`config.mk`:
```
export PLATFORM = sky130hd
export DESIGN_NAME = lbbp_angle
export DESIGN_NICKNAME = d
export VERILOG_FILES = /design/src/design/lbbp_pkg.sv /design/src/design/lbbp_angle.sv
export SDC_FILE = /design/constraint.sdc
export NUM_CORES = 1
export LEC_CHECK = 0
export ABC_AREA = 1
export BUFFER_PORTS_ARGS = -buffer_cell sky130_fd_sc_hd__buf_2
export CORE_MARGIN = 1
export CORE_UTILIZATION = 55
export CTS_BUF_LIST = sky130_fd_sc_hd__clkbuf_16
export CTS_CLUSTER_DIAMETER = 100
export DETAILED_ROUTE_END_ITERATION = 7
export GPL_TIMING_DRIVEN = 0
export PLACE_DENSITY = 0.82
export SYNTH_ARGS = -nofsm -noshare
export SYNTH_HDL_FRONTEND = slang
export SYNTH_SLANG_ARGS = --single-unit
export TNS_END_PERCENT = 100
```
`constraint.sdc`:
```
create_clock -name clk -period 14.5 [get_ports clk]
set_clock_uncertainty 0.1 [all_clocks]
set_input_delay 4.35 -clock clk [delete_from_list [all_inputs] [get_ports clk]]
set_output_delay 4.35 -clock clk [all_outputs]
set_load 0.02 [all_outputs]
```
`src/design/lbbp_pkg.sv`:
```
// Shared types, constants and tables for the lidar beam to body point pipeline.
`timescale 1ns / 1ps

package lbbp_pkg;

    // Field widths
    localparam int ANGLE_W  = 15;
    localparam int RANGE_W  = 16;
    localparam int QUAL_W   = 6;
    localparam int MOUNT_W  = 14;
    localparam int BODY_W   = 13;
    localparam int POINT_W  = 18;
    localparam int STATUS_W = 2;

    // Configuration port
    localparam int CFG_IDX_W  = 3;
    localparam int CFG_DATA_W = 16;

    localparam logic [CFG_IDX_W-1:0] CFG_MIN_RANGE   = 3'd0;
    localparam logic [CFG_IDX_W-1:0] CFG_MAX_RANGE   = 3'd1;
    localparam logic [CFG_IDX_W-1:0] CFG_MOUNT_X     = 3'd2;
    localparam logic [CFG_IDX_W-1:0] CFG_MOUNT_Y     = 3'd3;
    localparam logic [CFG_IDX_W-1:0] CFG_MOUNT_YAW   = 3'd4;
    localparam logic [CFG_IDX_W-1:0] CFG_MIRROR      = 3'd5;
    localparam logic [CFG_IDX_W-1:0] CFG_BODY_LENGTH = 3'd6;
    localparam logic [CFG_IDX_W-1:0] CFG_BODY_WIDTH  = 3'd7;

    // Result status codes
    localparam logic [STATUS_W-1:0] ST_OK        = 2'd0;
    localparam logic [STATUS_W-1:0] ST_BAD_RANGE = 2'd1;
    localparam logic [STATUS_W-1:0] ST_BODY_HIT  = 2'd2;

    // Angle to binary angle: one turn is ANGLE_STEPS = 2^ANGLE_SHIFT * ANGLE_ODD steps.
    // bin = quotient(a / ANGLE_ODD) in the top bits, table of the remainder below.
    localparam int ANGLE_STEPS = 23040;
    localparam int ANGLE_SHIFT = 9;
    localparam int ANGLE_ODD   = ANGLE_STEPS >> ANGLE_SHIFT;
    localparam int FRAC_BITS   = 32 - ANGLE_SHIFT;
    localparam int ROUND_TERM  = (ANGLE_STEPS / 2) >> ANGLE_SHIFT;
    localparam int REM_W       = 6;
    localparam int RECIP_SHIFT = 20;
    localparam int RECIP       = ((1 << RECIP_SHIFT) + ANGLE_ODD - 1) / ANGLE_ODD;

    // CORDIC
    localparam int CORDIC_STAGES_DEF = 16;
    localparam int ATAN_COUNT        = 24;
    localparam int INV_GAIN          = 652032874;
    localparam int GAIN_W            = 30;
    localparam int GAIN_SHIFT        = 14;
    localparam int X0_W              = 32;
    localparam int XW                = 36;
    localparam int TW                = 33;

    // Post processing
    localparam int MOUNT_SHIFT  = 16;
    localparam int ROUND_HALF   = 1 << (MOUNT_SHIFT - 1);
    localparam int SUM_W        = XW + 1;
    localparam int PW           = 21;
    localparam int LIMIT_W      = BODY_W + 1;
    localparam int SELF_MARGIN2 = 120;

    typedef logic [31:0] atan_tab_t [ATAN_COUNT];

    localparam atan_tab_t ATAN_TURN = '{
        32'd536870912, 32'd316933406, 32'd167458907, 32'd85004756,
        32'd42667331,  32'd21354465,  32'd10680862,  32'd5340245,
        32'd2670163,   32'd1335087,   32'd667544,    32'd333772,
        32'd166886,    32'd83443,     32'd41722,     32'd20861,
        32'd10430,     32'd5215,      32'd2608,      32'd1304,
        32'd652,       32'd326,       32'd163,       32'd81
    };

    typedef logic [FRAC_BITS-1:0] frac_tab_t [1 << REM_W];

    // Low binary-angle bits for each remainder of the angle by ANGLE_ODD
    function automatic frac_tab_t build_frac_tab();
        frac_tab_t tab;
        longint    num;
        for (int r = 0; r < (1 << REM_W); r++) begin
            if (r < ANGLE_ODD) begin
                num    = (longint'(r) << FRAC_BITS) + longint'(ROUND_TERM);
                tab[r] = FRAC_BITS'(num / ANGLE_ODD);
            end else begin
                tab[r] = '0;
            end
        end
        return tab;
    endfunction

    localparam frac_tab_t FRAC_TAB = build_frac_tab();

    typedef struct packed {
        logic [RANGE_W-1:0]        min_range;
        logic [RANGE_W-1:0]        max_range;
        logic signed [MOUNT_W-1:0] mount_x;
        logic signed [MOUNT_W-1:0] mount_y;
        logic [ANGLE_W-1:0]        yaw_red;
        logic                      mirror;
        logic [BODY_W-1:0]         body_length;
        logic [BODY_W-1:0]         body_width;
    } cfg_t;

    // Per-beam flags that ride along the pipeline
    typedef struct packed {
        logic              bad;
        logic              neg;
        logic [QUAL_W-1:0] quality;
    } side_t;

    typedef struct packed {
        logic [QUAL_W-1:0]         quality_out;
        logic signed [POINT_W-1:0] point_y;
        logic signed [POINT_W-1:0] point_x;
        logic [STATUS_W-1:0]       status;
    } item_t;

endpackage

```
`src/design/lbbp_angle.sv`:
```
// Front stages: range gate, angle mirror and yaw, binary angle, quadrant fold, gain scaling.
`timescale 1ns / 1ps

module lbbp_angle (
    input  logic                             clk,
    input  logic                             rst_n,
    input  logic                             en,
    input  logic                             in_valid,
    input  logic [lbbp_pkg::ANGLE_W-1:0]     beam_angle,
    input  logic [lbbp_pkg::RANGE_W-1:0]     beam_range,
    input  logic [lbbp_pkg::QUAL_W-1:0]      beam_quality,
    input  lbbp_pkg::cfg_t                   cfg,
    output logic                             out_valid,
    output logic [lbbp_pkg::X0_W-1:0]        out_x0,
    output logic signed [31:0]               out_t,
    output lbbp_pkg::side_t                  out_side
);

    localparam logic [lbbp_pkg::ANGLE_W-1:0] STEPS = lbbp_pkg::ANGLE_W'(lbbp_pkg::ANGLE_STEPS);
    localparam int PROD2_W = lbbp_pkg::RANGE_W + lbbp_pkg::GAIN_W;
    localparam int PROD3_W = 2 * lbbp_pkg::ANGLE_W;

    // Stage 1: reduce, mirror, range gate
    logic [lbbp_pkg::ANGLE_W-1:0] a_red;
    logic [lbbp_pkg::ANGLE_W-1:0] a_mir;
    logic                         bad;

    logic                         v1_reg;
    logic [lbbp_pkg::ANGLE_W-1:0] a1_reg;
    logic [lbbp_pkg::RANGE_W-1:0] range1_reg;
    lbbp_pkg::side_t              side1_reg;

    always_comb
    begin
        a_red = (beam_angle >= STEPS) ? beam_angle - STEPS : beam_angle;
        a_mir = (cfg.mirror && a_red != '0) ? STEPS - a_red : a_red;
        bad   = (beam_range < cfg.min_range) || (beam_range > cfg.max_range);
    end

    // Stage 2: add yaw modulo one turn, scale range by inverse CORDIC gain
    logic [lbbp_pkg::ANGLE_W:0]   yaw_sum;
    logic [lbbp_pkg::ANGLE_W-1:0] a_yaw;
    logic [PROD2_W-1:0]           gain_prod;

    logic                         v2_reg;
    logic [lbbp_pkg::ANGLE_W-1:0] a2_reg;
    logic [lbbp_pkg::X0_W-1:0]    x0_2_reg;
    lbbp_pkg::side_t              side2_reg;

    always_comb
    begin
        yaw_sum   = {1'b0, a1_reg} + {1'b0, cfg.yaw_red};
        a_yaw     = (yaw_sum >= {1'b0, STEPS}) ? lbbp_pkg::ANGLE_W'(yaw_sum - {1'b0, STEPS})
                                               : yaw_sum[lbbp_pkg::ANGLE_W-1:0];
        gain_prod = PROD2_W'(range1_reg) * PROD2_W'(lbbp_pkg::INV_GAIN);
    end

    // Stage 3: quotient by the odd factor through a reciprocal multiply
    logic [PROD3_W-1:0]               recip_prod;

    logic                             v3_reg;
    logic [lbbp_pkg::ANGLE_W-1:0]     a3_reg;
    logic [lbbp_pkg::ANGLE_SHIFT-1:0] quo3_reg;
    logic [lbbp_pkg::X0_W-1:0]        x0_3_reg;
    lbbp_pkg::side_t                  side3_reg;

    assign recip_prod = PROD3_W'(a2_reg) * PROD3_W'(lbbp_pkg::RECIP);

    // Stage 4: remainder and binary angle
    logic [lbbp_pkg::ANGLE_W-1:0] quo_mul;
    logic [lbbp_pkg::ANGLE_W-1:0] rem_full;
    logic [lbbp_pkg::REM_W-1:0]   rem_idx;

    logic                         v4_reg;
    logic [31:0]                  bin4_reg;
    logic [lbbp_pkg::X0_W-1:0]    x0_4_reg;
    lbbp_pkg::side_t              side4_reg;

    always_comb
    begin
        quo_mul  = lbbp_pkg::ANGLE_W'(quo3_reg) * lbbp_pkg::ANGLE_W'(lbbp_pkg::ANGLE_ODD);
        rem_full = a3_reg - quo_mul;
        rem_idx  = rem_full[lbbp_pkg::REM_W-1:0];
    end

    // Stage 5: fold outer half turn onto the inner one
    logic signed [31:0] t_bin;
    logic               t_outer;

    logic               v5_reg;
    logic signed [31:0] t5_reg;
    logic [lbbp_pkg::X0_W-1:0] x0_5_reg;
    lbbp_pkg::side_t    side5_reg;

    always_comb
    begin
        t_bin   = signed'(bin4_reg);
        t_outer = (t_bin > 32'sd1073741824) || (t_bin < -32'sd1073741824);
    end

    always_ff @(posedge clk or negedge rst_n)
    begin
        if (!rst_n)
        begin
            v1_reg <= 1'b0;
            v2_reg <= 1'b0;
            v3_reg <= 1'b0;
            v4_reg <= 1'b0;
            v5_reg <= 1'b0;
        end
        else if (en)
        begin
            v1_reg <= in_valid;
            v2_reg <= v1_reg;
            v3_reg <= v2_reg;
            v4_reg <= v3_reg;
            v5_reg <= v4_reg;
        end
    end

    always_ff @(posedge clk)
    begin
        if (en)
        begin
            a1_reg            <= a_mir;
            range1_reg        <= beam_range;
            side1_reg.bad     <= bad;
            side1_reg.neg     <= 1'b0;
            side1_reg.quality <= beam_quality;

            a2_reg    <= a_yaw;
            x0_2_reg  <= gain_prod[lbbp_pkg::GAIN_SHIFT +: lbbp_pkg::X0_W];
            side2_reg <= side1_reg;

            a3_reg    <= a2_reg;
            quo3_reg  <= recip_prod[lbbp_pkg::RECIP_SHIFT +: lbbp_pkg::ANGLE_SHIFT];
            x0_3_reg  <= x0_2_reg;
            side3_reg <= side2_reg;

            bin4_reg  <= {quo3_reg, lbbp_pkg::FRAC_TAB[rem_idx]};
            x0_4_reg  <= x0_3_reg;
            side4_reg <= side3_reg;

            // Subtracting or adding half a turn both amount to flipping the sign bit
            t5_reg            <= t_outer ? {~t_bin[31], t_bin[30:0]} : t_bin;
            x0_5_reg          <= x0_4_reg;
            side5_reg.bad     <= side4_reg.bad;
            side5_reg.neg     <= t_outer;
            side5_reg.quality <= side4_reg.quality;
        end
    end

    assign out_valid = v5_reg;
    assign out_x0    = x0_5_reg;
    assign out_t     = t5_reg;
    assign out_side  = side5_reg;

endmodule

```
Word level (Yosys, flattened, before mapping)
Memory sizes are Yosys's and may differ from the RTL's. A register that Yosys moved wholly into a read port is not among the register bits.
Index checks and enable logic that the tools add are counted.
- magnitude comparators: 7
- add/sub/neg operators: 5
- muxes and demuxes: 6
- divide/modulo/power cells: 0
- shift-type cells: 0
- reduce and logical (&&, ||, !) cells: 4
- equal/unequal tests: 0
- bitwise operators: 2
- multipliers: 3
- operators with widths (kind ; count):
    23-bit 2-to-1 mux ; 2
    16-bit by 29-bit multiplier with 45-bit output (second input constant) ; 1
    15-bit 2-to-1 mux ; 3
    32-bit greater-than comparator (second input constant) ; 1
    32-bit by 31-bit < comparator with 1-bit output (second input constant) ; 1
    32-bit 2-to-1 mux ; 1
    15-bit subtractor (second input constant) ; 2
    15-bit by 14-bit multiplier with 28-bit output (second input constant) ; 1
    15-bit by 15-bit adder with 16-bit output ; 1
    16-bit by 15-bit greater-or-equal comparator with 1-bit output (second input constant) ; 1
    16-bit greater-than comparator ; 1
    16-bit < comparator ; 1
    15-bit greater-or-equal comparator (second input constant) ; 1
    15-bit nonzero test ; 1
    15-bit subtractor (first input constant) ; 1
    9-bit by 6-bit multiplier with 6-bit output (second input constant) ; 1
    7-bit greater-or-equal comparator (second input constant) ; 1
    6-bit NOT with 7-bit output ; 1
    6-bit subtractor ; 1
    1-bit logical OR ; 2
    1-bit logical AND ; 1
    1-bit NOT ; 1
- memories: 1
- memory bits (read-only): 1472
- bits in writable memories: 0
- output and inout bits: 73
- register bits: 294
- input port bits: 143
- latch bits: 0
- memories (name ; depth ; width ; rd ports ; clocked after Yosys merged registers in ; wr ports ; RTL line ; source):
    (no name shown) ; 64 ; 23 ; 1 ; 1 ; 0 ; lbbp_angle.sv:140 ; bin4_reg <= {quo3_reg, lbbp_pkg::FRAC_TAB[rem_idx]};

Longest topological paths before layout
- depth after elaboration: 6
- depth in mapped cells: 25
- mapped depth without buffers: 25

Least setup slack after synthesis
Ideal clock, no wire load.
- path kind: input to register
- start: input port cfg[27] in the netlist's numbering
- end: register a2_reg[12] in the netlist's numbering (data pin)
- arrival: 5931 ps
- setup slack: 8216 ps
- required time: 14148 ps
- stages: 15
- setup time: 252 ps
- path buffers: 0
- cells stage by stage: ha_1 -> inv_1 -> fa_1 -> inv_1 -> nand3_1 -> nand3_1 -> nand3_1 -> nand4_1 -> nand2_1 -> nand2_1 -> nor2_1 -> nand2_1 -> nand2_1 -> nand2_1 -> nand2_1
- cells in the longest elaborated chain, start to end: 3
- elaborated cells on any way between the ends: 4
- classes of those cells: add/sub: 2; order compare: 1; mux: 1
- ends and longest elaborated chain (item ; RTL line ; source):
    start, declared ; lbbp_angle.sv:12 ; input lbbp_pkg::cfg_t cfg,
    15-bit by 15-bit adder with 16-bit output * ; lbbp_angle.sv:52 ; yaw_sum = {1'b0, a1_reg} + {1'b0, cfg.yaw_red};
    15-bit subtractor / 16-bit by 15-bit greater-or-equal comparator with 1-bit output (equally long branches) ; lbbp_angle.sv:53 ; a_yaw = (yaw_sum >= {1'b0, STEPS}) ? lbbp_pkg::ANGLE_W'(yaw_sum - {1'b0, STEPS})
    15-bit 2-to-1 mux * ; lbbp_angle.sv:53 ;
    via a_yaw, one bit ; lbbp_angle.sv:42 ; logic [lbbp_pkg::ANGLE_W-1:0] a_yaw;
    end signal, assigned ; lbbp_angle.sv:131 ; a2_reg <= a_yaw;
    end, declared ; lbbp_angle.sv:46 ; logic [lbbp_pkg::ANGLE_W-1:0] a2_reg;
Mark *: on every way through the listed nets, which the timed path passes. The rest lies on a longest branch.
A chain may end at the register's enable or synchronous reset.

Final worst setup path
- start: register range1_reg[14] in the netlist's numbering
- end: register x0_2_reg[29] in the netlist's numbering (data pin)
- cells in the longest elaborated chain, start to end: 1
- ends and longest elaborated chain (item ; RTL line ; source):
    start, declared ; lbbp_angle.sv:30 ; logic [lbbp_pkg::RANGE_W-1:0] range1_reg;
    start signal, assigned ; lbbp_angle.sv:126 ; range1_reg <= beam_range;
    16-bit by 29-bit multiplier with 45-bit output ; lbbp_angle.sv:55 ; gain_prod = PROD2_W'(range1_reg) * PROD2_W'(lbbp_pkg::INV_GAIN);
    via gain_prod[43] ; lbbp_angle.sv:43 ; logic [PROD2_W-1:0] gain_prod;
    end signal, assigned ; lbbp_angle.sv:132 ; x0_2_reg <= gain_prod[lbbp_pkg::GAIN_SHIFT +: lbbp_pkg::X0_W];
    end, declared ; lbbp_angle.sv:47 ; logic [lbbp_pkg::X0_W-1:0] x0_2_reg;
The timed path passes the listed nets, and every way through them passes these cells.

==> out/metrics.yaml <==
rsz0062_at_grt: "false"
portBuffers: 161
max-slew-margin-rel: 0.498
synth_area_mm2: 0.0252
ctsRootBufferMaster: "clkbuf_16"
htreeDepth: 1
fillers: 3845
cts_tree: "built"
fin_crit_ps: 6540
die_x_um: 216
avgSynthCellArea_um2: 9.62
async_reset_ff_frac: 0.0177
ys_seq_area_frac: 0.335
synth_ff_type: "edfxtp_1"
finalHoldViolations: 0
grt_pass1_wl_um: 91100
start_util: 0.557
antenna_cells: 0
clockBufferDepth: 3
first_global_vias: 18200
drc: 0
syn2layout_area_growth_pct: 10.1
vias_per_cell: 5.13
cts_buffers: 30
finalNetCount: 3524
ys_ff_latch: 282
min_period_over_period: 0.451
hold_path.class: "flip-flop to flip-flop"
drtPass1Iterations: 5
cts_sinks: 282
cp_max_fo: 11
multi_input_area_mm2: 0.0143
final_common_cell: "inv_1"
die_area_mm2: 0.0468
dp.cells: 3387
outcome: "complete, no violations"
clk_pin_slew_worst_paths_ps: 60
clk_latency_ps: 560
io_pins: 216
finalSetupTns_ps: 0
grt_max_degree: 143
end_kind: "flip-flop"
drive_above_1_share: 0.0989
gp_congestion: 0.963
max_freq_mhz: 153
dpl.hpwl_um: 47400
yosysWarnings: 0
setup_viol: 0
seq_area_mm2: 0.00844
vias: 17700
final_cells: 3441
wl_per_cell_um: 16.4
synth.distinct_cells: 48
cts-resized-gates: 0
num_rows: 78
maxCapViolCount: 0
hold_buffers: 0
synth_edf_count: 277
drt-total-wl_um: 56400
drt_iter0_drc: 788
synth_nets: 3329
critPathLaunchType: "flip-flop"
critPathKind: "flip-flop to flip-flop"
slew_violations: 0
coreArea_mm2: 0.0453
die_h_um: 216
crit_required_ps: 14720
postRouteAntennaNets: 0
arrival_ps: 6760
final_cell_mix: "inv_1, nand2_1, ha_1, edfxtp_1, fa_1"
syn_inst: 2624
postCtsSetupRepairBufs: 0
tightest_slew_ps: 754
antenna_found_initial: 0
track_usage: 0.246
grt-ovfl-total: 0
==> kinds of logic (layout without fill, tap and decap cells) <==
kind of cell	after synthesis	in the layout	synth area share
compound gates	269	269	0.0622
buf+inv	662	879	0.100
fa+ha+maj	562	562	0.345
flops	282	282	0.335
mux	1	1	0.000446
xor+xnor	78	78	0.0271
simple gates	770	770	0.130
==> metrics by stage <==
step / hold WS (ps) / util / area [um2] / setup slack, ps
2_1_floorplan: 300 / - / 25200 / 8220
3_3_place_gp: 301 / 0.592 / 26800 / 5060
3_5_place_dp: 305 / 0.593 / 26900 / 7750
4_1_cts: 313 / 0.614 / 27800 / 8080
5_1_grt: 323 / 0.614 / 27800 / 7590
6_report: 314 / 0.614 / 27800 / 7960
==> critical path: stages (launching register included) <==
cell,delay (ps)
edfxtp_1,780
ha_1,380
xor2_1,470
ha_1,330
inv_1,190
fa_1,480
inv_1,110
fa_1,430
fa_1,560
inv_1,60
fa_1,610
inv_1,70
ha_1,400
nand2_1,120
nor2_1,190
inv_1,110
nor2_1,170
inv_1,80
nor3_1,300
nand3_1,170
nand4_1,130
nand2_1,60
==> metal layers <==
metal  track usage  vias to the layer above  part of all wire
met1         0.324                     8422              0.44
li1              -                     8766                 -
met5             0                        -                 0
met3        0.0269                       66             0.048
met4        0.0526                        0             0.019
met2         0.437                      411              0.49
==> area by class of cell <==
cell class | instances | area share
Buffer | 18 | 0.00423
Tap cell | 600 | 0.0270
Timing Repair Buffer | 163 | 0.0313
Sequential cell | 282 | 0.304
Clock inverter | 23 | 0.00563
Multi-Input combinational cell | 1680 | 0.513
Clock buffer | 31 | 0.0279
Inverter | 644 | 0.0870
==> cell usage after synthesis (2+ instances only) <==
library cell	n	area, um2
fa_1	223	4460
a21oi_4	2	32.5
o21a_1	10	75.1
buf_2	6	30.0
a21boi_0	5	37.5
nor3b_1	2	15.0
dfrtp_1	5	125
o21ai_0	75	375
nand3_1	94	470
nand2_4	2	22.5
o31ai_1	2	15.0
nand3b_1	6	45.0
edfxtp_1	277	8320
a211oi_1	4	30.0
buf_4	7	52.6
nand2_1	427	1600
inv_2	11	41.3
nand2_2	19	119
nor2_1	148	556
inv_1	633	2380
o21ai_2	9	78.8
a31oi_1	9	56.3
ha_1	339	4240
o21bai_1	15	113
o211ai_1	9	67.6
xor2_1	56	490
or2_2	6	37.5
nor4_1	8	50.1
a21o_1	14	105
o21ai_1	9	45.0
clkbuf_1	4	15.0
nor2_4	4	45.0
and2_1	3	18.8
nand4_1	17	106
xnor2_1	22	193
a21oi_1	103	515
nor3_1	26	130
nor2_2	3	18.8
==> path summary, 6_finish.rpt <==
kind | slack (ps) | depth (start not counted) | from | end
min in group asynchronous | 3500 | 1 | rst_n | out_valid
max in group asynchronous | 10670 | 1 | rst_n | v1_reg
min | 310 | 0 | x0_2_reg[22] | x0_3_reg[22]
max | 7960 | 21 | range1_reg[14] | x0_2_reg[29]
max reg2reg | 7960 | 21 | range1_reg[14] | x0_2_reg[29]
min reg2reg | 310 | 0 | x0_2_reg[22] | x0_3_reg[22]
Power is not shown: default switching activity piles up to over one toggle a cycle in this logic, so the estimate is an artifact.
