`src/design/lbbp_pkg.sv`:
```
// Shared types, constants and tables for the lidar beam to body point pipeline.
`timescale 1ns / 1ps

package lbbp_pkg;

    // Field widths
    localparam int ANGLE_W  = 15;
    localparam int RANGE_W  = 16;
    localparam int QUAL_W   = 6;
    localparam int MOUNT_W  = 14;
    localparam int BODY_W   = 13;
    localparam int POINT_W  = 18;
    localparam int STATUS_W = 2;

    // Configuration port
    localparam int CFG_IDX_W  = 3;
    localparam int CFG_DATA_W = 16;

    localparam logic [CFG_IDX_W-1:0] CFG_MIN_RANGE   = 3'd0;
    localparam logic [CFG_IDX_W-1:0] CFG_MAX_RANGE   = 3'd1;
    localparam logic [CFG_IDX_W-1:0] CFG_MOUNT_X     = 3'd2;
    localparam logic [CFG_IDX_W-1:0] CFG_MOUNT_Y     = 3'd3;
    localparam logic [CFG_IDX_W-1:0] CFG_MOUNT_YAW   = 3'd4;
    localparam logic [CFG_IDX_W-1:0] CFG_MIRROR      = 3'd5;
    localparam logic [CFG_IDX_W-1:0] CFG_BODY_LENGTH = 3'd6;
    localparam logic [CFG_IDX_W-1:0] CFG_BODY_WIDTH  = 3'd7;

    // Result status codes
    localparam logic [STATUS_W-1:0] ST_OK        = 2'd0;
    localparam logic [STATUS_W-1:0] ST_BAD_RANGE = 2'd1;
    localparam logic [STATUS_W-1:0] ST_BODY_HIT  = 2'd2;

    // Angle to binary angle: one turn is ANGLE_STEPS = 2^ANGLE_SHIFT * ANGLE_ODD steps.
    // bin = quotient(a / ANGLE_ODD) in the top bits, table of the remainder below.
    localparam int ANGLE_STEPS = 23040;
    localparam int ANGLE_SHIFT = 9;
    localparam int ANGLE_ODD   = ANGLE_STEPS >> ANGLE_SHIFT;
    localparam int FRAC_BITS   = 32 - ANGLE_SHIFT;
    localparam int ROUND_TERM  = (ANGLE_STEPS / 2) >> ANGLE_SHIFT;
    localparam int REM_W       = 6;
    localparam int RECIP_SHIFT = 20;
    localparam int RECIP       = ((1 << RECIP_SHIFT) + ANGLE_ODD - 1) / ANGLE_ODD;

    // CORDIC
    localparam int CORDIC_STAGES_DEF = 16;
    localparam int ATAN_COUNT        = 24;
    localparam int INV_GAIN          = 652032874;
    localparam int GAIN_W            = 30;
    localparam int GAIN_SHIFT        = 14;
    localparam int X0_W              = 32;
    localparam int XW                = 36;
    localparam int TW                = 33;

    // Post processing
    localparam int MOUNT_SHIFT  = 16;
    localparam int ROUND_HALF   = 1 << (MOUNT_SHIFT - 1);
    localparam int SUM_W        = XW + 1;
    localparam int PW           = 21;
    localparam int LIMIT_W      = BODY_W + 1;
    localparam int SELF_MARGIN2 = 120;

    typedef logic [31:0] atan_tab_t [ATAN_COUNT];

    localparam atan_tab_t ATAN_TURN = '{
        32'd536870912, 32'd316933406, 32'd167458907, 32'd85004756,
        32'd42667331,  32'd21354465,  32'd10680862,  32'd5340245,
        32'd2670163,   32'd1335087,   32'd667544,    32'd333772,
        32'd166886,    32'd83443,     32'd41722,     32'd20861,
        32'd10430,     32'd5215,      32'd2608,      32'd1304,
        32'd652,       32'd326,       32'd163,       32'd81
    };

    typedef logic [FRAC_BITS-1:0] frac_tab_t [1 << REM_W];

    // Low binary-angle bits for each remainder of the angle by ANGLE_ODD
    function automatic frac_tab_t build_frac_tab();
        frac_tab_t tab;
        longint    num;
        for (int r = 0; r < (1 << REM_W); r++) begin
            if (r < ANGLE_ODD) begin
                num    = (longint'(r) << FRAC_BITS) + longint'(ROUND_TERM);
                tab[r] = FRAC_BITS'(num / ANGLE_ODD);
            end else begin
                tab[r] = '0;
            end
        end
        return tab;
    endfunction

    localparam frac_tab_t FRAC_TAB = build_frac_tab();

    typedef struct packed {
        logic [RANGE_W-1:0]        min_range;
        logic [RANGE_W-1:0]        max_range;
        logic signed [MOUNT_W-1:0] mount_x;
        logic signed [MOUNT_W-1:0] mount_y;
        logic [ANGLE_W-1:0]        yaw_red;
        logic                      mirror;
        logic [BODY_W-1:0]         body_length;
        logic [BODY_W-1:0]         body_width;
    } cfg_t;

    // Per-beam flags that ride along the pipeline
    typedef struct packed {
        logic              bad;
        logic              neg;
        logic [QUAL_W-1:0] quality;
    } side_t;

    typedef struct packed {
        logic [QUAL_W-1:0]         quality_out;
        logic signed [POINT_W-1:0] point_y;
        logic signed [POINT_W-1:0] point_x;
        logic [STATUS_W-1:0]       status;
    } item_t;

endpackage

```
`src/design/lbbp_post.sv`:
```
// Back stages: quadrant sign, mount offset with rounding, self-hit box and status.
`timescale 1ns / 1ps

module lbbp_post (
    input  logic                            clk,
    input  logic                            rst_n,
    input  logic                            en,
    input  logic                            in_valid,
    input  logic signed [lbbp_pkg::XW-1:0]  in_x,
    input  logic signed [lbbp_pkg::XW-1:0]  in_y,
    input  lbbp_pkg::side_t                 in_side,
    input  lbbp_pkg::cfg_t                  cfg,
    output logic                            out_valid,
    output lbbp_pkg::item_t                 out_item
);

    localparam int SW = lbbp_pkg::SUM_W;
    localparam int PW = lbbp_pkg::PW;
    localparam int LW = lbbp_pkg::LIMIT_W;
    localparam int CW = PW + 1;

    // Stage 1: undo the half-turn fold
    logic                           v1_reg;
    logic signed [lbbp_pkg::XW-1:0] x1_reg;
    logic signed [lbbp_pkg::XW-1:0] y1_reg;
    lbbp_pkg::side_t                side1_reg;

    // Stage 2: add mount offset and round to nearest, halves up
    logic signed [SW-1:0] sum_x;
    logic signed [SW-1:0] sum_y;
    logic signed [SW-1:0] shr_x;
    logic signed [SW-1:0] shr_y;

    logic                 v2_reg;
    logic signed [PW-1:0] px2_reg;
    logic signed [PW-1:0] py2_reg;
    lbbp_pkg::side_t      side2_reg;

    always_comb
    begin
        sum_x = SW'(x1_reg) + (SW'(cfg.mount_x) <<< lbbp_pkg::MOUNT_SHIFT)
              + SW'(lbbp_pkg::ROUND_HALF);
        sum_y = SW'(y1_reg) + (SW'(cfg.mount_y) <<< lbbp_pkg::MOUNT_SHIFT)
              + SW'(lbbp_pkg::ROUND_HALF);
        shr_x = sum_x >>> lbbp_pkg::MOUNT_SHIFT;
        shr_y = sum_y >>> lbbp_pkg::MOUNT_SHIFT;
    end

    // Stage 3: body box test and result assembly
    logic [PW-1:0] abs_x;
    logic [PW-1:0] abs_y;
    logic [LW-1:0] lim_x;
    logic [LW-1:0] lim_y;
    logic          in_box;
    lbbp_pkg::item_t item;

    logic            v3_reg;
    lbbp_pkg::item_t item3_reg;

    always_comb
    begin
        abs_x  = (px2_reg < 0) ? PW'(-px2_reg) : PW'(px2_reg);
        abs_y  = (py2_reg < 0) ? PW'(-py2_reg) : PW'(py2_reg);
        lim_x  = LW'(cfg.body_length) + LW'(lbbp_pkg::SELF_MARGIN2);
        lim_y  = LW'(cfg.body_width) + LW'(lbbp_pkg::SELF_MARGIN2);
        in_box = ({abs_x, 1'b0} <= CW'(lim_x)) && ({abs_y, 1'b0} <= CW'(lim_y));

        item.quality_out = side2_reg.quality;
        if (side2_reg.bad)
        begin
            item.status  = lbbp_pkg::ST_BAD_RANGE;
            item.point_x = '0;
            item.point_y = '0;
        end
        else
        begin
            item.status  = in_box ? lbbp_pkg::ST_BODY_HIT : lbbp_pkg::ST_OK;
            item.point_x = px2_reg[lbbp_pkg::POINT_W-1:0];
            item.point_y = py2_reg[lbbp_pkg::POINT_W-1:0];
        end
    end

    always_ff @(posedge clk or negedge rst_n)
    begin
        if (!rst_n)
        begin
            v1_reg <= 1'b0;
            v2_reg <= 1'b0;
            v3_reg <= 1'b0;
        end
        else if (en)
        begin
            v1_reg <= in_valid;
            v2_reg <= v1_reg;
            v3_reg <= v2_reg;
        end
    end

    always_ff @(posedge clk)
    begin
        if (en)
        begin
            x1_reg    <= in_side.neg ? -in_x : in_x;
            y1_reg    <= in_side.neg ? -in_y : in_y;
            side1_reg <= in_side;

            px2_reg   <= shr_x[PW-1:0];
            py2_reg   <= shr_y[PW-1:0];
            side2_reg <= side1_reg;

            item3_reg <= item;
        end
    end

    assign out_valid = v3_reg;
    assign out_item  = item3_reg;

endmodule

```
`config.mk`:
```
export PLATFORM = sky130hd
export DESIGN_NAME = lbbp_post
export DESIGN_NICKNAME = d
export VERILOG_FILES = /design/src/design/lbbp_pkg.sv /design/src/design/lbbp_post.sv
export SDC_FILE = /design/constraint.sdc
export NUM_CORES = 1
export LEC_CHECK = 0
export BUFFER_PORTS_ARGS = -buffer_cell sky130_fd_sc_hd__buf_2
export CORE_MARGIN = 1.5
export CORE_UTILIZATION = 50
export CTS_BUF_LIST = sky130_fd_sc_hd__clkbuf_4 sky130_fd_sc_hd__clkbuf_8
export DETAILED_ROUTE_END_ITERATION = 12
export PLACE_DENSITY_LB_ADDON = 0.2
export SYNTH_ARGS = -nofsm -noshare
export SYNTH_HDL_FRONTEND = slang
export SYNTH_SLANG_ARGS = --single-unit
```
`constraint.sdc`:
```
create_clock -name clk -period 2.9 [get_ports clk]
set_input_delay 0.435 -clock clk [delete_from_list [all_inputs] [get_ports clk]]
set_output_delay 0.435 -clock clk [all_outputs]
set_load 0.02 [all_outputs]
```
## Word level (Yosys, flattened, before mapping)

Index checks and enable logic that the tools add are counted.

- Input port bits: 186
- Logic and storage cells: 35
- Register bits after elaboration: 175

- Magnitude comparators: 4
- Reduce and logical (&&, ||, !) cells: 1
- Muxes and demuxes: 5
- Add/subtract/negate cells: 10

Operator list:

| cell | count |
|---|---|
| adder 36 x 30 -> 37 bit | 2 |
| adder 37 x 17 -> 37 bit (second input constant) | 2 |
| 2-to-1 mux 36 bit | 2 |
| negator 36 bit | 2 |
| <= comparator 22 x 14 -> 1 bit | 2 |
| less-than comparator 21 x 1 -> 1 bit (second input constant) | 2 |
| 2-to-1 mux 21 bit | 2 |
| negator 21 bit | 2 |
| adder 13 x 7 -> 14 bit (second input constant) | 2 |
| 2-to-1 mux 2 bit | 1 |
| logical AND 1 bit | 1 |

## Longest topological paths before layout

Gate-level depths: netlist (run 1).

- Depth in word-level cells: 5
- Gate-level depth with buffers: 14

## Worst setup path after synthesis (run 1)

No wires, ideal clock.

- Kind: input-to-reg
- Start: in in_y[6] (netlist bit)
- End: reg y1_reg[34] (netlist bit), data pin
- Required time: 2.642 ns
- Path buffers: 0
- Setup time: 0.258 ns
- Cell stages on the path: 8
- Arrival time: 2.796 ns
- Slack: -0.154 ns
- Cells stage by stage: nor4_1 > nand4_1 > or4b_4 > or4_4 > or4_4 > or2_4 > o31ai_4 > xnor2_1

- Word-level cells in the longest chain between the ends: 2

RTL lines:

| element | RTL line | source |
|---|---|---|
| start, declared | lbbp_post.sv:10 | `input logic signed [lbbp_pkg::XW-1:0] in_y,` |
| negator 36 bit | lbbp_post.sv:104 | `y1_reg <= in_side.neg ? -in_y : in_y;` |
| 2-to-1 mux 36 bit | lbbp_post.sv:104 |  |
| end signal, assigned | lbbp_post.sv:104 |  |
| end, declared | lbbp_post.sv:25 | `logic signed [lbbp_pkg::XW-1:0] y1_reg;` |

No other way between the ends.
A chain may end at the register's enable or synchronous reset.

## Worst setup path after layout (run 1)

- Start: reg px2_reg[6]
- End: reg item3_reg (netlist bit out_item[1]), data pin

- Word-level cells in the longest chain between the ends: 5

RTL lines:

| element | RTL line | source |
|---|---|---|
| start, declared | lbbp_post.sv:35 | `logic signed [PW-1:0] px2_reg;` |
| start signal, assigned | lbbp_post.sv:107 | `px2_reg <= shr_x[PW-1:0];` |
| negator 21 bit / less-than comparator 21 x 1 -> 1 bit (equally long branches) | lbbp_post.sv:62 | `abs_x = (px2_reg < 0) ? PW'(-px2_reg) : PW'(px2_reg);` |
| 2-to-1 mux 21 bit * | lbbp_post.sv:62 |  |
| <= comparator 22 x 14 -> 1 bit * | lbbp_post.sv:66 | `in_box = ({abs_x, 1'b0} <= CW'(lim_x)) && ({abs_y, 1'b0} <= CW'(lim_y));` |
| logical AND 1 bit * | lbbp_post.sv:66 |  |
| 2-to-1 mux 2 bit * | lbbp_post.sv:77 | `item.status = in_box ? lbbp_pkg::ST_BODY_HIT : lbbp_pkg::ST_OK;` |
| end signal, assigned | lbbp_post.sv:111 | `item3_reg <= item;` |
| end, declared | lbbp_post.sv:58 | `lbbp_pkg::item_t item3_reg;` |

Every way passes the cells marked *; elsewhere a longest branch is shown, timed or not.

==> results of run 1 <==
-- cell usage in the layout, fill, tap and decap left out, types with 4 or more instances in the layout --
master    count
buf_2       181
edfxtp_1    142
xnor2_1      94
ha_1         68
nand2_1      65
buf_4        54
nor2_1       51
a21oi_1      41
nor2b_1      40
o21ai_0      36
inv_1        26
a21o_1       23
xor2_1       19
clkbuf_8     18
nand4_1      16
o31ai_1      14
nand2b_1     14
nor3_1       13
nand3_1      12
o21a_1       11
nor4_1        9
or4_1         7
or4_4         7
o21ai_1       6
and2_1        5
a211oi_1      5
and3_1        5
or3_1         5
o41ai_1       4
nand4b_1      4
-- cells by family (layout without fill, tap and decap cells) --
logic type,Yosys count,in the layout,synth area share
and+or+nand+nor,274,274,0.162
buffers and inverters,41,298,0.0169
DFF,145,145,0.476
xor gates and xnor gates,114,114,0.110
adders and majority gates,72,72,0.101
muxes,4,4,0.00481
AOI/OAI and AO/OA,180,180,0.130
-- power groups by stage --
| stage | registers [mW] | clock network [mW] | logic, mW |
|---|---|---|---|
| 6_report | 2.84 | 1.68 | 1.90 |
| 3_5_place_dp | 2.87 | 0 | 1.84 |
| 4_1_cts | 2.83 | 1.73 | 1.88 |
| 2_1_floorplan | 2.91 | 0 | 1.16 |
| 3_3_place_gp | 2.87 | 0 | 1.80 |
| 5_1_grt | 2.88 | 1.81 | 2.13 |
-- routing by layer --
layer	vias to the layer above	part of all wire	global-route usage
met5	-	0	0
met2	155	0.44	0.283
met1	3128	0.50	0.271
li1	3594	-	-
met4	0	0.0066	0.0486
met3	11	0.049	0.0464
-- metrics by stage --
stage               power [mW]  instances  utilization
global route              6.82       1316        0.633
CTS                       6.44       1314        0.629
global placement          4.67       1279        0.600
detailed placement        4.72       1279        0.600
finish                    6.42       1316        0.633
floorplan                 4.07        830            -
-- worst min path at each step --
stage,from,cells after the start,to,slack [ns]
after global routing,in_side[3],1,side1_reg[3]$_DFFE_PP_,0.11
after CTS,in_side[0],1,side1_reg[0]$_DFFE_PP_,0.11
final,in_side[0],1,side1_reg[0]$_DFFE_PP_,0.15
after floorplan,rst_n,0,out_valid$_DFFE_PN0P_,0.14
after detailed placement,rst_n,1,out_valid$_DFFE_PN0P_,0.23
after global placement,rst_n,1,v2_reg$_DFFE_PN0P_,0.23
-- worst max-delay path: stages, from the launching register on --
cell and delay, ns:
edfxtp_1 0.40, or4_4 0.56, nand2b_4 0.18, o41ai_4 0.23, xnor2_1 0.12, ha_1 0.31
nand4_1 0.12, or4_4 0.44, a21o_1 0.20, nor4bb_2 0.27
-- cell type report --
class | count | area [um2]
Tap cell | 229 | 287
Clock inverter | 11 | 150
Fill cell | 1491 | 6570
Sequential cell | 145 | 4340
Clock buffer | 21 | 270
Inverter | 26 | 97.6
Multi-Input combinational cell | 644 | 4810
Timing Repair Buffer | 240 | 1380
-- repair_timing --
action | 4_1_cts | 5_1_grt
buffers inserted | 2 | 2
resized for setup | 12 | 17
hold buffers | 1 | 0
hold endpoints to repair | 3 | 0
endpoints found under the setup margin | 1 | 6
pin swaps | 0 | 3
==> out/metrics.cfg, run 1 <==
[die]
io_pins=231
die_area_um2=19000
fp.dieH_um=138
die_w_um=138
row_count=49
coreArea_um2=17900
start_util=0.509

[power_and_ir_drop]
swShare=0.302
leakage_nw=4.65
power_frac_seq=0.442
ir_worst_vdd_mv=0.322
combPwrFrac=0.296
p_int_mw=4.49
switching_power_mw=1.94
p_per_area_nw_per_um2=567
power_frac_clock=0.262

[synth]
synthTopCellsByCount=142 x edfxtp_1, 95 x xnor2_1, 70 x ha_1, 66 x nand2_1, 51 x nor2_1
synth-edff-count=142
syn_avg_cell_area_um2=11.0
synth_cell_types=62
yosysTopAreaCell=edfxtp_1
ys_top_cells_by_area=edfxtp_1 47%, ha_1 9.6%, xnor2_1 9.1%
seq_area_frac_synth=0.476
ys_ff_latch=145
async_flop_share=0.0207
yosysMostFrequentCell=edfxtp_1
netlist_area_um2=9110
syn_nets=1088
synth_ff_type=edfxtp_1
synth_top_area_share=0.468
synth_warnings=0
netlist_instances=830

[layout]
n_antenna_cell=0
fin_area_um2=11300
area_growth_pct=24.5
drive_above_1_share=0.288
largest_reg_flops=44
fin_nets=1332

[worst_hold_path]
hold_path.class=primary input to flip-flop

[sta]
setup_tns_ns=-0.100
fin_crit_sh=1.03
skew_ns=0.0118
fin_crit_ns=3.00
worst_pin_slew_ns=0.706
fin_ws_ns=-0.100
final_hold_viol_count=0
setup_viol=1
max_slew_margin=0.529
report.final.slew_viol_count=0
fmax_ghz=0.333
hold_ws_ns=0.150
rsz0062_at_grt=yes

[detailed_routing]
wirelength_um=18000
antenna_left=0
drc=0
vias=6888
drt-wirelength-per-cell_um=13.7
first_pass_iters=5
routed_via_density=5.23
initialDrtViolationCount=422

[worst_setup_path]
r2r-start=px2_reg[6]$_DFFE_PP_
cp_max_fo=3
arrival_ns=3.27
worstPathRequired_ns=3.17
cp-end-kind=flip-flop
crit_type=flip-flop to flip-flop
crit_path_end=out_item[1]$_SDFFCE_PP0P_
cp-start-kind=flip-flop
r2r-end=out_item[1]$_SDFFCE_PP0P_
r2r_setup_slack_ns=-0.10
crit_start=px2_reg[6]$_DFFE_PP_
r2r_cells=9

[placed_design]
pre_cts_ws_ns=-0.414
place_area_um2=10700
dp_hpwl_um=13700
gp_congestion=0.826
port_buffers=182

[clocking]
h-tree-depth=4
cts_inserted_buffers=17
cts_tree=built
insertion_delay_ns=0.45
cts_buffer_depth=2
root_buffer=clkbuf_8
cts_sinks=145
clk_pin_slew_ns=0.09

[status]
status=finished with violations
violations=setup timing

[grt]
first_global_vias=6186
grt_max_degree=60
grt_pass1_wl_um=28400
gr-total-overflow=0
grt.total_usage=0.188
antenna_found_initial=1

[flow_run]
maxCapViolCount=0

Power figures use the tool's default switching activity.
==> run 2, diff against run 1 <==
CORE_UTILIZATION = 52   (was 50)
clock period = 3.67 ns   (was 2.9 ns; I/O delays follow)
==> run 2 against run 1 <==
Net effect:
- the run now ends clean
- utilization is 0.89 points lower
- flip-flop and latch count stayed put
- routed wire length is 6.1% lower
- total power is 24% lower
- maximum frequency is 7.2% lower
- die area is 3.8% lower
- largest power group unchanged
==> out/metrics.cfg, run 2 (same netlist as run 1, synthesis figures left out) <==
[sta]
max_slew_margin=0.406
fin_crit_sh=0.881
setup_tns_ns=0
fin_crit_ns=3.23
setup_viol=0
skew_ns=0.0109
rsz0062_at_grt=no
worst_pin_slew_ns=0.892
final_hold_viol_count=0
report.final.slew_viol_count=0
hold_ws_ns=0.264
fmax_ghz=0.309

[die]
coreArea_um2=17200
die_area_um2=18300
fp.dieH_um=135
row_count=48
io_pins=231
start_util=0.530
die_w_um=135

[worst_setup_path]
cp-end-kind=flip-flop
worstPathRequired_ns=3.95
arrival_ns=3.51
cp-start-kind=flip-flop
crit_type=flip-flop to flip-flop
r2r-start=px2_reg[2]$_DFFE_PP_
cp_max_fo=5
r2r_setup_slack_ns=0.44
r2r-end=out_item[1]$_SDFFCE_PP0P_
r2r_cells=8

[layout]
layout_common_cells=181 x buf_2, 142 x edfxtp_1, 95 x xnor2_1
mostFrequentLayoutCell=buf_2
fin_nets=1280
n_antenna_cell=0
n_fill_cell=1457
largest_reg_flops=44
drive_above_1_share=0.226
area_growth_pct=17.8

[detailed_routing]
initialDrtViolationCount=322
drc=0
wirelength_um=16900
vias=6563
drt-wirelength-per-cell_um=13.5
routed_via_density=5.21
antenna_left=0
first_pass_iters=4

[power_and_ir_drop]
ir_worst_vdd_mv=0.249
leakage_nw=4.33
p_per_area_nw_per_um2=456

[worst_hold_path]
holdCritStartpoint=in_side[0]
hold_depth=1
min_to=side1_reg[0]$_DFFE_PP_
hold_path.class=primary input to flip-flop

[clocking]
cts_tree=built
clk_pin_slew_ns=0.09
cts_buffer_depth=2
h-tree-depth=4
cts_sinks=145
cts_setup_buffers=0
cts_inserted_buffers=17
insertion_delay_ns=0.46
root_buffer=clkbuf_8

[grt]
grt_pass1_wl_um=27700
first_global_vias=5968
gr-total-overflow=0
grt.total_usage=0.190
antenna_found_initial=0
grt_max_degree=99

[placed_design]
dp_hpwl_um=13200
gp_congestion=0.827
port_buffers=182

[status]
status=completed

[flow_run]
maxCapViolCount=0

-- run 2: changes by cell type in the layout (fill, tap and decap cells not counted), sizes merged --
| cell | delta |
|---|---|
| buf | -52 |
| clkbuf | -4 |
| clkinv | +1 |
| clkinvlp | +1 |
| inv | +1 |
-- run 2: worst max-delay path, stage by stage, from the launching register on --
cell,delay [ns]
edfxtp_1,0.46
or4_1,0.66
o41ai_1,0.39
xnor2_1,0.14
ha_1,0.32
nand4_1,0.09
or4_1,0.57
a21o_1,0.20
nor4bb_1,0.23
-- run 2: where the power goes --
part	leakage, nW	internal, mW	switching [mW]
clock network	0.201	0.679	0.630
logic	2.69	0.623	0.699
registers	1.44	2.10	0.164
total	4.33	3.40	1.49
-- run 2: how the worst max path moves through the flow --
| stage | endpoint | startpoint | cells past startpoint | slack [ns] |
|---|---|---|---|---|
| finish | out_item[1]$_SDFFCE_PP0P_ | px2_reg[2]$_DFFE_PP_ | 8 | 0.44 |
| global route | out_item[1]$_SDFFCE_PP0P_ | px2_reg[2]$_DFFE_PP_ | 8 | 0.20 |
| CTS | out_item[1]$_SDFFCE_PP0P_ | px2_reg[2]$_DFFE_PP_ | 8 | 0.38 |
| detailed placement | y1_reg[34]$_DFFE_PP_ | in_y[10] | 9 | 0.25 |
| global placement | y1_reg[34]$_DFFE_PP_ | in_y[14] | 9 | 0.26 |
| floorplan | y1_reg[34]$_DFFE_PP_ | in_y[6] | 8 | 0.50 |
-- run 2: repair_timing --
action,in CTS,in global routing
resized for setup,0,0
hold endpoints to repair,3,0
hold buffers,1,0
-- run 2: area by class of cell --
cell class,instances,area (um2),share of cell area
flip-flops and latches,145,4340,0.405
inverters,26,97.6,0.00910
clock buffers,17,234,0.0218
repair buffers,188,977,0.0911
multi-input cells,644,4610,0.430
clock inverters,14,181,0.0169
well taps,225,282,0.0262
-- run 2: per-layer routing --
layer / GRT usage / wire length, um / part of all wire / vias to the layer above
met4: 0.0550 / 131 / 0.0077 / 0
li1: - / - / - / 3498
met3: 0.0438 / 764 / 0.045 / 13
met2: 0.276 / 7270 / 0.43 / 145
met1: 0.283 / 8780 / 0.52 / 2907
met5: 0 / 0 / 0 / -
-- run 2: through the flow --
stage                     cell area, um2  setup slack [ns]  total power, mW  utilization  std cells
final                              10700             0.437             4.89        0.624       1259
after floorplan                     9110             0.500             3.21            -        830
after detailed placement           10300             0.249             3.62        0.600       1227
after global placement             10300             0.264             3.58        0.600       1227
after global routing               10700             0.200             5.20        0.624       1259
after CTS                          10700             0.377             4.94        0.624       1259
